--- src/hw/rtl/pbrle_pkg.sv ---
`timescale 1ns / 1ps
`default_nettype none

package pbrle_pkg;

    typedef struct packed {
        logic [7:0] data_byte;
        logic       end_of_image;
        logic       no_data;
    } in_item_t;

    typedef struct packed {
        logic [7:0] out_byte;
        logic       last_of_burst;
        logic       end_marker;
    } out_item_t;

    typedef logic [1:0] op_t;

    localparam op_t OP_PUSH = 2'd0;  // store val at buffer index cnt, no output
    localparam op_t OP_LIT  = 2'd1;  // literal packet of cnt buffered bytes
    localparam op_t OP_RUN  = 2'd2;  // repeat packet: cnt copies of val
    localparam op_t OP_END  = 2'd3;  // end-of-data marker

    typedef struct packed {
        op_t        op;
        logic [7:0] cnt;
        logic [7:0] val;
        logic       last;   // final output of the originating item
    } cmd_t;

    localparam logic [7:0] END_CODE = 8'd128;
    localparam logic [8:0] RUN_BASE = 9'd257;

    localparam int CMDQ_DEPTH = 4;
    localparam int CMDQ_PTR_W = $clog2(CMDQ_DEPTH);

endpackage

`default_nettype wire

--- src/hw/rtl/pbrle_front.sv ---
`timescale 1ns / 1ps
`default_nettype none

module pbrle_front #(
    parameter int LITERAL_MAX = 32,
    parameter int REPEAT_MAX  = 128
) (
    input  wire logic                aclk,
    input  wire logic                aresetn,
    input  wire logic                s_valid,
    output logic                     s_ready,
    input  wire pbrle_pkg::in_item_t s_data,
    output logic                     cmd_valid,
    input  wire logic                cmd_ready,
    output pbrle_pkg::cmd_t          cmd_data
);
    import pbrle_pkg::*;

    localparam int PC_W = $clog2(LITERAL_MAX + 1);
    localparam logic [PC_W-1:0] LIT_FULL     = PC_W'(LITERAL_MAX);
    localparam logic [7:0]      LIT_FULL_CNT = 8'(LITERAL_MAX);
    localparam logic [7:0]      RUN_LIMIT    = 8'(REPEAT_MAX);

    logic [PC_W-1:0] pc_reg, pc_next;
    logic            in_rep_reg, in_rep_next;
    logic [7:0]      rv_reg, rv_next;
    logic [7:0]      rc_reg, rc_next;
    logic [7:0]      lastb_reg, lastb_next;
    cmd_t            slot_reg [4];
    cmd_t            slot_next [4];
    logic [3:0]      slot_vld_reg, slot_vld_next;
    logic [1:0]      sel;
    logic [7:0]      b;

    function automatic cmd_t mk_cmd(op_t op, logic [7:0] cnt, logic [7:0] val, logic last);
        cmd_t c;
        c.op   = op;
        c.cnt  = cnt;
        c.val  = val;
        c.last = last;
        return c;
    endfunction

    assign s_ready   = (slot_vld_reg == 4'b0000);
    assign cmd_valid = |slot_vld_reg;
    assign cmd_data  = slot_reg[sel];
    assign b         = s_data.data_byte;

    // issue slots in order: opening packet, push, flush, end marker
    always_comb begin
        sel = 2'd0;
        for (int i = 3; i >= 0; i--) begin
            if (slot_vld_reg[i]) begin
                sel = 2'(i);
            end
        end
    end

    always_comb begin
        pc_next       = pc_reg;
        in_rep_next   = in_rep_reg;
        rv_next       = rv_reg;
        rc_next       = rc_reg;
        lastb_next    = lastb_reg;
        slot_next     = slot_reg;
        slot_vld_next = slot_vld_reg;
        if (cmd_valid && cmd_ready) begin
            slot_vld_next[sel] = 1'b0;
        end
        if (s_valid && s_ready) begin
            for (int i = 0; i < 4; i++) begin
                slot_next[i] = mk_cmd(OP_PUSH, 8'd0, 8'd0, 1'b0);
            end
            slot_vld_next = 4'b0000;
            if (!s_data.no_data) begin
                if (in_rep_reg) begin
                    if (b == rv_reg && rc_reg < RUN_LIMIT) begin
                        rc_next = rc_reg + 8'd1;
                    end else begin
                        slot_next[0]     = mk_cmd(OP_RUN, rc_reg, rv_reg, 1'b1);
                        slot_vld_next[0] = 1'b1;
                        slot_next[1]     = mk_cmd(OP_PUSH, 8'd0, b, 1'b0);
                        slot_vld_next[1] = 1'b1;
                        in_rep_next      = 1'b0;
                        rc_next          = 8'd0;
                        pc_next          = PC_W'(1);
                        lastb_next       = b;
                    end
                end else if (pc_reg != '0 && lastb_reg == b) begin
                    // equal pair: close literal before it, start a run of two
                    if (pc_reg > PC_W'(1)) begin
                        slot_next[0]     = mk_cmd(OP_LIT, 8'(pc_reg) - 8'd1, 8'd0, 1'b1);
                        slot_vld_next[0] = 1'b1;
                    end
                    pc_next     = '0;
                    in_rep_next = 1'b1;
                    rv_next     = b;
                    rc_next     = 8'd2;
                end else begin
                    if (pc_reg == LIT_FULL) begin
                        slot_next[0]     = mk_cmd(OP_LIT, LIT_FULL_CNT, 8'd0, 1'b1);
                        slot_vld_next[0] = 1'b1;
                        slot_next[1]     = mk_cmd(OP_PUSH, 8'd0, b, 1'b0);
                        pc_next          = PC_W'(1);
                    end else begin
                        slot_next[1] = mk_cmd(OP_PUSH, 8'(pc_reg), b, 1'b0);
                        pc_next      = pc_reg + PC_W'(1);
                    end
                    slot_vld_next[1] = 1'b1;
                    lastb_next       = b;
                end
            end
            if (s_data.end_of_image) begin
                slot_next[0].last = 1'b0;
                if (in_rep_next) begin
                    slot_next[2]     = mk_cmd(OP_RUN, rc_next, rv_next, 1'b0);
                    slot_vld_next[2] = 1'b1;
                end else if (pc_next != '0) begin
                    slot_next[2]     = mk_cmd(OP_LIT, 8'(pc_next), 8'd0, 1'b0);
                    slot_vld_next[2] = 1'b1;
                end
                slot_next[3]     = mk_cmd(OP_END, 8'd0, END_CODE, 1'b1);
                slot_vld_next[3] = 1'b1;
                pc_next          = '0;
                in_rep_next      = 1'b0;
                rv_next          = 8'd0;
                rc_next          = 8'd0;
            end
        end
    end

    always_ff @(posedge aclk) begin
        if (!aresetn) begin
            pc_reg       <= '0;
            in_rep_reg   <= 1'b0;
            rv_reg       <= 8'd0;
            rc_reg       <= 8'd0;
            slot_vld_reg <= 4'b0000;
        end else begin
            pc_reg       <= pc_next;
            in_rep_reg   <= in_rep_next;
            rv_reg       <= rv_next;
            rc_reg       <= rc_next;
            slot_vld_reg <= slot_vld_next;
        end
        lastb_reg <= lastb_next;
        slot_reg  <= slot_next;
    end

`ifndef SYNTH
    a_end_queues_marker: assert property (@(posedge aclk) disable iff (!aresetn)
        s_valid && s_ready && s_data.end_of_image |=> slot_vld_reg[3])
        else $error("end of image did not queue an end marker");
    a_run_bounded: assert property (@(posedge aclk) disable iff (!aresetn)
        in_rep_reg |-> (rc_reg >= 8'd2 && rc_reg <= RUN_LIMIT && pc_reg == '0))
        else $error("run state out of range");
`endif

endmodule

`default_nettype wire

--- src/hw/rtl/pbrle_queue.sv ---
`timescale 1ns / 1ps
`default_nettype none

module pbrle_queue (
    input  wire logic            aclk,
    input  wire logic            aresetn,
    input  wire logic            in_valid,
    output logic                 in_ready,
    input  wire pbrle_pkg::cmd_t in_data,
    output logic                 out_valid,
    input  wire logic            out_ready,
    output pbrle_pkg::cmd_t      out_data
);
    import pbrle_pkg::*;

    cmd_t                  entry_reg [CMDQ_DEPTH];
    logic [CMDQ_PTR_W-1:0] wr_ptr_reg, rd_ptr_reg;
    logic [CMDQ_PTR_W:0]   count_reg, count_next;
    logic                  push, pop;

    assign in_ready  = (count_reg != (CMDQ_PTR_W + 1)'(CMDQ_DEPTH));
    assign out_valid = (count_reg != '0);
    assign out_data  = entry_reg[rd_ptr_reg];
    assign push      = in_valid && in_ready;
    assign pop       = out_valid && out_ready;

    always_comb begin
        count_next = count_reg;
        if (push && !pop) begin
            count_next = count_reg + (CMDQ_PTR_W + 1)'(1);
        end else if (pop && !push) begin
            count_next = count_reg - (CMDQ_PTR_W + 1)'(1);
        end
    end

    // pointers wrap naturally: depth is a power of two
    always_ff @(posedge aclk) begin
        if (!aresetn) begin
            wr_ptr_reg <= '0;
            rd_ptr_reg <= '0;
            count_reg  <= '0;
        end else begin
            if (push) begin
                wr_ptr_reg <= wr_ptr_reg + CMDQ_PTR_W'(1);
            end
            if (pop) begin
                rd_ptr_reg <= rd_ptr_reg + CMDQ_PTR_W'(1);
            end
            count_reg <= count_next;
        end
        if (push) begin
            entry_reg[wr_ptr_reg] <= in_data;
        end
    end

`ifndef SYNTH
    a_count_bounded: assert property (@(posedge aclk) disable iff (!aresetn)
        count_reg <= (CMDQ_PTR_W + 1)'(CMDQ_DEPTH))
        else $error("command queue overflow");
`endif

endmodule

`default_nettype wire

--- src/hw/rtl/pbrle_back.sv ---
`timescale 1ns / 1ps
`default_nettype none

module pbrle_back #(
    parameter int LITERAL_MAX = 32
) (
    input  wire logic            aclk,
    input  wire logic            aresetn,
    input  wire logic            cmd_valid,
    output logic                 cmd_ready,
    input  wire pbrle_pkg::cmd_t cmd_data,
    output logic                 m_valid,
    input  wire logic            m_ready,
    output pbrle_pkg::out_item_t m_data
);
    import pbrle_pkg::*;

    localparam int IDX_W = (LITERAL_MAX > 1) ? $clog2(LITERAL_MAX) : 1;

    localparam logic [1:0] B_IDLE = 2'd0;
    localparam logic [1:0] B_HDR  = 2'd1;
    localparam logic [1:0] B_LIT  = 2'd2;
    localparam logic [1:0] B_RUN  = 2'd3;

    logic [7:0]       buf_mem [LITERAL_MAX];
    logic [7:0]       rd_data_reg;
    logic [1:0]       state_reg, state_next;
    cmd_t             cmd_reg, cmd_next;
    logic [IDX_W-1:0] idx_reg, idx_next;
    logic             m_valid_reg, m_valid_next;
    out_item_t        m_data_reg, m_data_next;
    logic             out_free;
    logic             wr_en;
    logic             lit_done;

    assign out_free  = !m_valid_reg || m_ready;
    assign cmd_ready = (state_reg == B_IDLE);
    assign m_valid   = m_valid_reg;
    assign m_data    = m_data_reg;
    assign lit_done  = ((8'(idx_reg) + 8'd1) == cmd_reg.cnt);

    always_comb begin
        state_next   = state_reg;
        cmd_next     = cmd_reg;
        idx_next     = idx_reg;
        m_valid_next = m_valid_reg && !m_ready;
        m_data_next  = m_data_reg;
        wr_en        = 1'b0;
        case (state_reg)
            B_IDLE: begin
                if (cmd_valid) begin
                    if (cmd_data.op == OP_PUSH) begin
                        wr_en = 1'b1;
                    end else begin
                        cmd_next   = cmd_data;
                        idx_next   = '0;
                        state_next = B_HDR;
                    end
                end
            end
            B_HDR: begin
                if (out_free) begin
                    m_valid_next               = 1'b1;
                    m_data_next.last_of_burst  = 1'b0;
                    m_data_next.end_marker     = 1'b0;
                    case (cmd_reg.op)
                        OP_LIT: begin
                            m_data_next.out_byte = cmd_reg.cnt - 8'd1;
                            state_next           = B_LIT;
                        end
                        OP_RUN: begin
                            m_data_next.out_byte = 8'(RUN_BASE - {1'b0, cmd_reg.cnt});
                            state_next           = B_RUN;
                        end
                        default: begin
                            m_data_next.out_byte      = END_CODE;
                            m_data_next.last_of_burst = cmd_reg.last;
                            m_data_next.end_marker    = 1'b1;
                            state_next                = B_IDLE;
                        end
                    endcase
                end
            end
            B_LIT: begin
                if (out_free) begin
                    m_valid_next              = 1'b1;
                    m_data_next.out_byte      = rd_data_reg;
                    m_data_next.last_of_burst = cmd_reg.last && lit_done;
                    m_data_next.end_marker    = 1'b0;
                    if (lit_done) begin
                        idx_next   = '0;
                        state_next = B_IDLE;
                    end else begin
                        idx_next = idx_reg + IDX_W'(1);
                    end
                end
            end
            B_RUN: begin
                if (out_free) begin
                    m_valid_next              = 1'b1;
                    m_data_next.out_byte      = cmd_reg.val;
                    m_data_next.last_of_burst = cmd_reg.last;
                    m_data_next.end_marker    = 1'b0;
                    state_next                = B_IDLE;
                end
            end
            default: begin
                state_next = B_IDLE;
            end
        endcase
    end

    // read data is registered from idx_next, so it lines up with idx_reg
    always_ff @(posedge aclk) begin
        if (wr_en) begin
            buf_mem[cmd_data.cnt[IDX_W-1:0]] <= cmd_data.val;
        end
        rd_data_reg <= buf_mem[idx_next];
    end

    always_ff @(posedge aclk) begin
        if (!aresetn) begin
            state_reg   <= B_IDLE;
            m_valid_reg <= 1'b0;
        end else begin
            state_reg   <= state_next;
            m_valid_reg <= m_valid_next;
        end
        cmd_reg    <= cmd_next;
        idx_reg    <= idx_next;
        m_data_reg <= m_data_next;
    end

`ifndef SYNTH
    a_marker_closes_burst: assert property (@(posedge aclk) disable iff (!aresetn)
        m_valid_reg && m_data_reg.end_marker |->
            (m_data_reg.last_of_burst && m_data_reg.out_byte == END_CODE))
        else $error("end marker malformed");
    a_lit_state_op: assert property (@(posedge aclk) disable iff (!aresetn)
        state_reg == B_LIT |-> (cmd_reg.op == OP_LIT && cmd_reg.cnt != 8'd0))
        else $error("literal emission without a literal command");
`endif

endmodule

`default_nettype wire

--- src/hw/rtl/packbits_run_length_encoder_unit.sv ---
// An item goes through the front end's slots, the command queue and the back end's command
// register before its first result is registered, after any buffer write ahead of it;
// output stalls hold it. A new item is taken once all of the last one's commands are
// queued: a buffered byte queues a write and any packet it closes, a byte extending a run
// none, a byte ending the image up to four. Output: a literal is a header and its bytes,
// a run a header and its value. Reset: aresetn, synchronous, active low.
`timescale 1ns / 1ps
`default_nettype none

module packbits_run_length_encoder_unit #(
    parameter int LITERAL_MAX = 32,
    parameter int REPEAT_MAX  = 128
) (
    input  wire logic                 aclk,
    input  wire logic                 aresetn,
    input  wire logic                 s_valid,
    output logic                      s_ready,
    input  wire pbrle_pkg::in_item_t  s_data,
    output logic                      m_valid,
    input  wire logic                 m_ready,
    output pbrle_pkg::out_item_t      m_data
);
    import pbrle_pkg::*;

    logic fq_valid, fq_ready;
    cmd_t fq_data;
    logic qb_valid, qb_ready;
    cmd_t qb_data;

    pbrle_front #(
        .LITERAL_MAX (LITERAL_MAX),
        .REPEAT_MAX  (REPEAT_MAX)
    ) u_front (
        .aclk      (aclk),
        .aresetn   (aresetn),
        .s_valid   (s_valid),
        .s_ready   (s_ready),
        .s_data    (s_data),
        .cmd_valid (fq_valid),
        .cmd_ready (fq_ready),
        .cmd_data  (fq_data)
    );

    pbrle_queue u_queue (
        .aclk      (aclk),
        .aresetn   (aresetn),
        .in_valid  (fq_valid),
        .in_ready  (fq_ready),
        .in_data   (fq_data),
        .out_valid (qb_valid),
        .out_ready (qb_ready),
        .out_data  (qb_data)
    );

    pbrle_back #(
        .LITERAL_MAX (LITERAL_MAX)
    ) u_back (
        .aclk      (aclk),
        .aresetn   (aresetn),
        .cmd_valid (qb_valid),
        .cmd_ready (qb_ready),
        .cmd_data  (qb_data),
        .m_valid   (m_valid),
        .m_ready   (m_ready),
        .m_data    (m_data)
    );

endmodule

`default_nettype wire

--- config.mk ---
export PLATFORM = sky130hd
export DESIGN_NAME = packbits_run_length_encoder_unit
export DESIGN_NICKNAME = d
export VERILOG_FILES = /design/src/hw/rtl/pbrle_pkg.sv /design/src/hw/rtl/pbrle_front.sv /design/src/hw/rtl/pbrle_queue.sv /design/src/hw/rtl/pbrle_back.sv /design/src/hw/rtl/packbits_run_length_encoder_unit.sv
export SDC_FILE = /design/constraint.sdc
export NUM_CORES = 1
export LEC_CHECK = 0
export ABC_AREA = 1
export BUFFER_PORTS_ARGS = -buffer_cell sky130_fd_sc_hd__buf_2
export CAP_MARGIN = 20
export CORE_UTILIZATION = 57
export CTS_CLUSTER_DIAMETER = 100
export DETAILED_ROUTE_END_ITERATION = 10
export GPL_TIMING_DRIVEN = 0
export MAX_ROUTING_LAYER = met4
export PLACE_DENSITY = 0.76
export SLEW_MARGIN = 20
export SYNTH_ARGS = -nofsm -noshare
export SYNTH_HDL_FRONTEND = slang
export SYNTH_SLANG_ARGS = --single-unit
--- constraint.sdc ---
create_clock -name aclk -period 2.3 [get_ports aclk]
set_input_delay 0.115 -clock aclk [delete_from_list [all_inputs] [get_ports aclk]]
set_output_delay 0.115 -clock aclk [all_outputs]
set_load 0.02 [all_outputs]
Word-level counts from Yosys, hierarchy flattened
Memory sizes are Yosys's and may differ from the RTL's. A register that Yosys moved wholly into a read port is not among the register bits. Index checks and enable logic that the tools add are counted.

Register bits after elaboration: 155. Bits in latches: 0. RAM bits: 332. ROM bits: 0. Logic and storage cells: 199. Memories kept: 2.

Memories: u_back.buf_mem (words 32, bits a word 8, rd ports 1, clocked after memory_dff 1, wr ports 1, RTL line pbrle_back.sv:25) `logic [7:0] buf_mem [LITERAL_MAX];`; u_queue.entry_reg (words 4, bits a word 19, rd ports 1, clocked after memory_dff 1, wr ports 1, RTL line pbrle_queue.sv:16) `cmd_t entry_reg [CMDQ_DEPTH];`.

Add/sub/neg operators: 11. Multiply operators: 0. Divide/modulo/power cells: 0. Magnitude comparators: 5. Eq/ne operators: 18. Shift-type cells: 0. Muxes and demuxes: 88. Bitwise operators: 6. Reductions and logical operators: 33.

Operators by type and width (number): 8-bit 2-to-1 mux (12); 19-bit 2-to-1 mux (5); 38-bit 2-to-1 mux (2); 18-bit 2-to-1 mux (4); 6-bit 2-to-1 mux (7); 19-bit binary-select mux with 2-bit select (1); 2-bit 2-to-1 mux (17); 10-bit 2-to-1 mux (3); 10-bit case mux with 3 select lines (1); 8-bit equality test (3); 1-bit 2-to-1 mux (22); 5-bit 2-to-1 mux (4); 8-bit case mux with 2 select lines (1); 15-bit 2-to-1 mux (1); 2-bit by 1-bit != test with 1-bit output, second input constant (6); 6-bit nonzero test (2); 1-bit logical AND (10); 5-bit case mux with 2 select lines (1); 8-bit by 1-bit adder with 8-bit output, second input constant (1); 8-bit less-than comparator, second input constant (1); 4-bit 2-to-1 mux (2); 2-bit case mux with 4 select lines (1); 4-bit AND reduction (2); 1-bit by 8-bit subtractor with 8-bit output, first input constant (1); other kinds (35) (51).

Logic depth before layout (Yosys ltp)
Depth in word-level cells: 12. Depth in mapped cells: 22. Mapped depth without buffers: 20.

Modules after synthesis
A second synthesis with hierarchy kept.

Cells, all modules: 2105. Area total of the unflattened synthesis: 21717.1 sq um.

Modules (own cells, without submodules): pbrle_back (times used 1, cells each 1296, area each 13639.3 sq um, sequential area each 8878.5 sq um); pbrle_front (times used 1, cells each 557, area each 4690.7 sq um, sequential area each 2342.2 sq um); pbrle_queue (times used 1, cells each 252, area each 3387.0 sq um, sequential area each 2462.4 sq um).

Worst setup path before layout
No wires, ideal clock.

Kind: reg-to-reg. Start: register with a tool-made name. End: memory u_back.buf_mem[0][1] (data pin). Setup time: 0.386 ns. Arrival time: 2.121 ns. Data required time: 1.914 ns. Path slack: -0.206 ns. Stages on the path, launching flop included: 6. Buffers on the path: 3. Period minus slack after synthesis: 2.506 ns. Path through: dfxtp_1 buf_4 clkbuf_1 clkbuf_1 nor2_1 o22ai_1.

RTL lines (RTL line): end: declaration (pbrle_back.sv:25).

Worst setup path in the final report
Start: register u_back.idx_reg[1]. End: register u_back.rd_data_reg[0] (read register of u_back.buf_mem).

Word-level cells in the longest chain between the ends: 5. Elaborated cells between the ends (all ways): 8. Those cells by class: add/sub: 2; eq/ne: 1; mux: 5.

RTL lines: start: declaration (RTL line pbrle_back.sv:29) `logic [IDX_W-1:0] idx_reg, idx_next;`; start signal: assignment (RTL line pbrle_back.sv:130) `idx_reg <= idx_next;`; 5-bit by 1-bit adder with 6-bit output (RTL line pbrle_back.sv:40) `assign lit_done = ((8'(idx_reg) + 8'd1) == cmd_reg.cnt);`; 8-bit equality test (RTL line pbrle_back.sv:40); 5-bit 2-to-1 mux (RTL line pbrle_back.sv:90) `if (lit_done) begin`; 5-bit 2-to-1 mux (RTL line pbrle_back.sv:85) `if (out_free) begin`; 5-bit case mux with 2 select lines * (RTL line pbrle_back.sv:49) `case (state_reg)`; end: declaration (RTL line pbrle_back.sv:26) `logic [7:0] rd_data_reg;`.

Every way passes the cells marked *; elsewhere a longest branch is shown, timed or not. A chain may end at the register's enable or synchronous reset.

==> flow_summary.ini <==
[run_status]
status = complete, but fails checks
failed_checks = setup timing

[logic_synthesis]
synth_edf_count = 421
syn_nets = 2103
synth.cell_area_sq_um = 21300
seq_area_frac_synth_pct = 64.3
synth.distinct_cells = 49
ys_warn_count = 0
synth-seq-cells = 473
synth_cells = 2074
synthFlopType = edfxtp_1
async_flop_share_pct = 0
syn_area_per_cell_sq_um = 10.3

[placed_design]
dp_cells = 2581
pre_cts_ws_ps = -1090
gp_congestion = 0.940
placed_cell_area_sq_um = 22400
hpwl_microns = 37800
portBuffers = 25

[floorplanning]
initial_core_util_pct = 58.0
core_sq_um = 36700
die_y_microns = 195
die_area_sq_um = 38100
die_w_microns = 195
rows = 70
io_pins = 26

[power_and_ir_drop]
seqPwrFrac_pct = 34.3
internal-power_uw = 21000
power_switching_uw = 13100
p_comb_share_pct = 44.0
fin_total_pwr_uw = 34200
p_leak_uw = 0.0103
swShare_pct = 38.5
power_density_nw_per_um2 = 1290
clock_power_share_pct = 21.7
ir_drop_mv = 0.715

[global_route]
antenna_found_initial = 1
track_usage_pct = 31.3
grt_pass1_wl_microns = 87100
grt_max_degree = 33
grt_overflow_total = 0
grt_pass1_vias = 15700

[sta]
period_minus_slack_ps = 2620
finClkSkew_ps = 20.5
slew_violations = 0
fin_hold_ws_ps = 145
post-route-worst-setup-slack_ps = -318
relSlewSlack_pct = 40.8
setup_viol = 8
timing.fmax_ghz = 0.382
worst_pin_slew_ps = 888
hold_viol_final = 0
fin_crit_sh_pct = 114
rsz0062_at_grt = yes

[run]
maxCapViolCount = 0

[routing]
wl_microns = 59700
drt-initial-drc-count = 1805
first_pass_iters = 5
via_per_inst = 5.98
vias = 16400
wl_per_cell_microns = 21.8
drc = 0
ant_nets = 0

[setup_path]
crit_type = register to register
r2r_end = u_back.rd_data_reg[0]$_DFF_P_
worstPathArrival_ps = 3060
end_kind = register
startpoint = u_back.idx_reg[1]$_DFF_P_
r2r_setup_slack_ps = -320
crit_path_end = u_back.rd_data_reg[0]$_DFF_P_
start_kind = register
cp_max_fo = 10
timing.rr.start = u_back.idx_reg[1]$_DFF_P_
cp.required_ps = 2740
worstRegToRegCells = 18

[clock_network]
cts_buffers = 47
clkSinkCount = 473
insertion_delay_ps = 590
cts_tree = yes
clk_path_buf_depth = 3
path_clk_slew_ps = 70
cts_root_buf = clkbuf_16
h-tree-depth = 2

[cells_and_area]
layout-drive-gt1-share_pct = 21.7
final-seq-area_sq_um = 13700
nFillCells = 2345
layout_commonest_cell = edfxtp_1
final_cells = 2741
final_cell_mix = 421 x edfxtp_1, 311 x nand2_1, 287 x inv_1
postLayoutCellArea_sq_um = 26500
synthToLayoutAreaGrowth_pct = 24.6
largest_register_ffs = 256
multi_input_area_sq_um = 7360
nNetsFinal = 2266

[worst_hold_path]
hp-class = input port to register
==> Yosys cell counts, types with 2 or more instances <==
master | count | area, sq um
a22oi_1 | 2 | 15.0
buf_1 | 5 | 18.8
clkbuf_1 | 26 | 97.6
o22ai_1 | 31 | 194
nor3_1 | 9 | 45.0
edfxtp_1 | 421 | 12600
buf_4 | 14 | 105
a31oi_1 | 2 | 12.5
xor2_1 | 15 | 131
clkinv_1 | 4 | 15.0
a32oi_1 | 7 | 61.3
nor2_1 | 182 | 683
nor2_4 | 2 | 22.5
inv_2 | 4 | 15.0
ha_1 | 14 | 175
a21oi_2 | 2 | 17.5
nand2_2 | 3 | 18.8
o21ai_1 | 2 | 10.0
dfxtp_1 | 52 | 1040
a2bb2oi_1 | 3 | 26.3
inv_1 | 297 | 1110
xnor2_1 | 7 | 61.3
buf_2 | 48 | 240
nand2_1 | 352 | 1320
or2_2 | 7 | 43.8
a21oi_1 | 50 | 250
o211ai_1 | 3 | 22.5
o21ai_0 | 54 | 270
nand3_1 | 333 | 1670
nand4_1 | 13 | 81.3
nand3b_1 | 80 | 601
o31ai_1 | 13 | 97.6
==> worst min-delay path by stage <==
stage | from | endpoint | depth (start not counted)
2_1_floorplan | s_data[2] | u_front.lastb_reg[0]$_DFFE_PP_ | 0
3_3_place_gp | s_data[1] | u_front.slot_reg[17]$_DFFE_PP_ | 1
3_5_place_dp | s_data[1] | u_front.slot_reg[17]$_DFFE_PP_ | 1
4_1_cts | s_valid | u_front.slot_vld_reg[0]$_SDFFE_PN0P_ | 6
5_1_grt | s_valid | u_front.slot_vld_reg[0]$_SDFFE_PN0P_ | 6
6_report | s_valid | u_front.slot_vld_reg[0]$_SDFFE_PN0P_ | 6
==> through the flow <==
step / utilization (%) / TNS [ps]
final: 72.2 / -2390
after global routing: 72.2 / -4330
after CTS: 69.8 / -1480
after detailed placement: 61.1 / -343970
after global placement: 60.1 / -567550
after floorplan: - / 0
==> layout make-up <==
type / count / area share [%]
Sequential cell: 473 / 51.7
Clock buffer: 57 / 4.58
Timing Repair Buffer: 112 / 5.13
Buffer: 94 / 3.26
Tap cell: 468 / 2.21
Inverter: 305 / 4.40
Multi-Input combinational cell: 1202 / 27.8
Antenna cell: 1 / 0.00944
Clock inverter: 27 / 0.864
Timing Repair inverter: 2 / 0.0425
==> power groups by stage <==
stage / clock network, uW / registers (uW) / logic [uW]
2_1_floorplan: 0 / 11900 / 5940
3_3_place_gp: 0 / 12000 / 9210
3_5_place_dp: 0 / 11900 / 10300
4_1_cts: 7400 / 11700 / 13100
5_1_grt: 7720 / 11800 / 15700
6_report: 7410 / 11700 / 15000
==> metal layers <==
metal | GRT usage (%) | wire length [microns] | vias to the layer above
li1 | - | - | 7392
met1 | 39.9 | 23500 | 8034
met2 | 50.7 | 29100 | 817
met3 | 5.13 | 4980 | 152
met4 | 11.5 | 2050 | 0
met5 | - | 0 | -
==> repair_timing <==
item / in CTS / in global routing
hold buffers: 12 / 0
buffers inserted: 34 / 13
cloned: 5 / 12
endpoints found under the hold margin: 30 / 0
endpoints found under the setup margin: 634 / 322
gates resized for setup: 319 / 132
pin swaps: 50 / 33
==> cells by family (layout without fill, tap and decap cells) <==
group / after synthesis / in the layout / share of synthesized area, %
AO/OA/AOI/OAI: 177 / 177 / 4.96
XOR/XNOR: 22 / 22 / 0.906
adder cells (fa/ha/maj): 15 / 15 / 0.917
buffers and inverters: 400 / 597 / 7.63
flip-flops: 473 / 473 / 64.3
other: 0 / 1 / 0
AND/OR/NAND/NOR: 987 / 988 / 21.3
==> worst max-delay path, stage by stage, from the launching register on <==
cell,delay [ps]
dfxtp_4,370
ha_4,170
nand3_1,110
nand2_1,110
nand2_1,80
nor2_2,130
nor2_2,70
nand3_2,110
buf_4,130
nand4_1,80
nand2_1,110
nand2_4,130
inv_4,170
buf_6,230
nand3_4,130
nand3_2,90
nand2_1,60
nand2_1,70
nand2_2,110
Note: power is estimated with default switching activity, not from simulation.
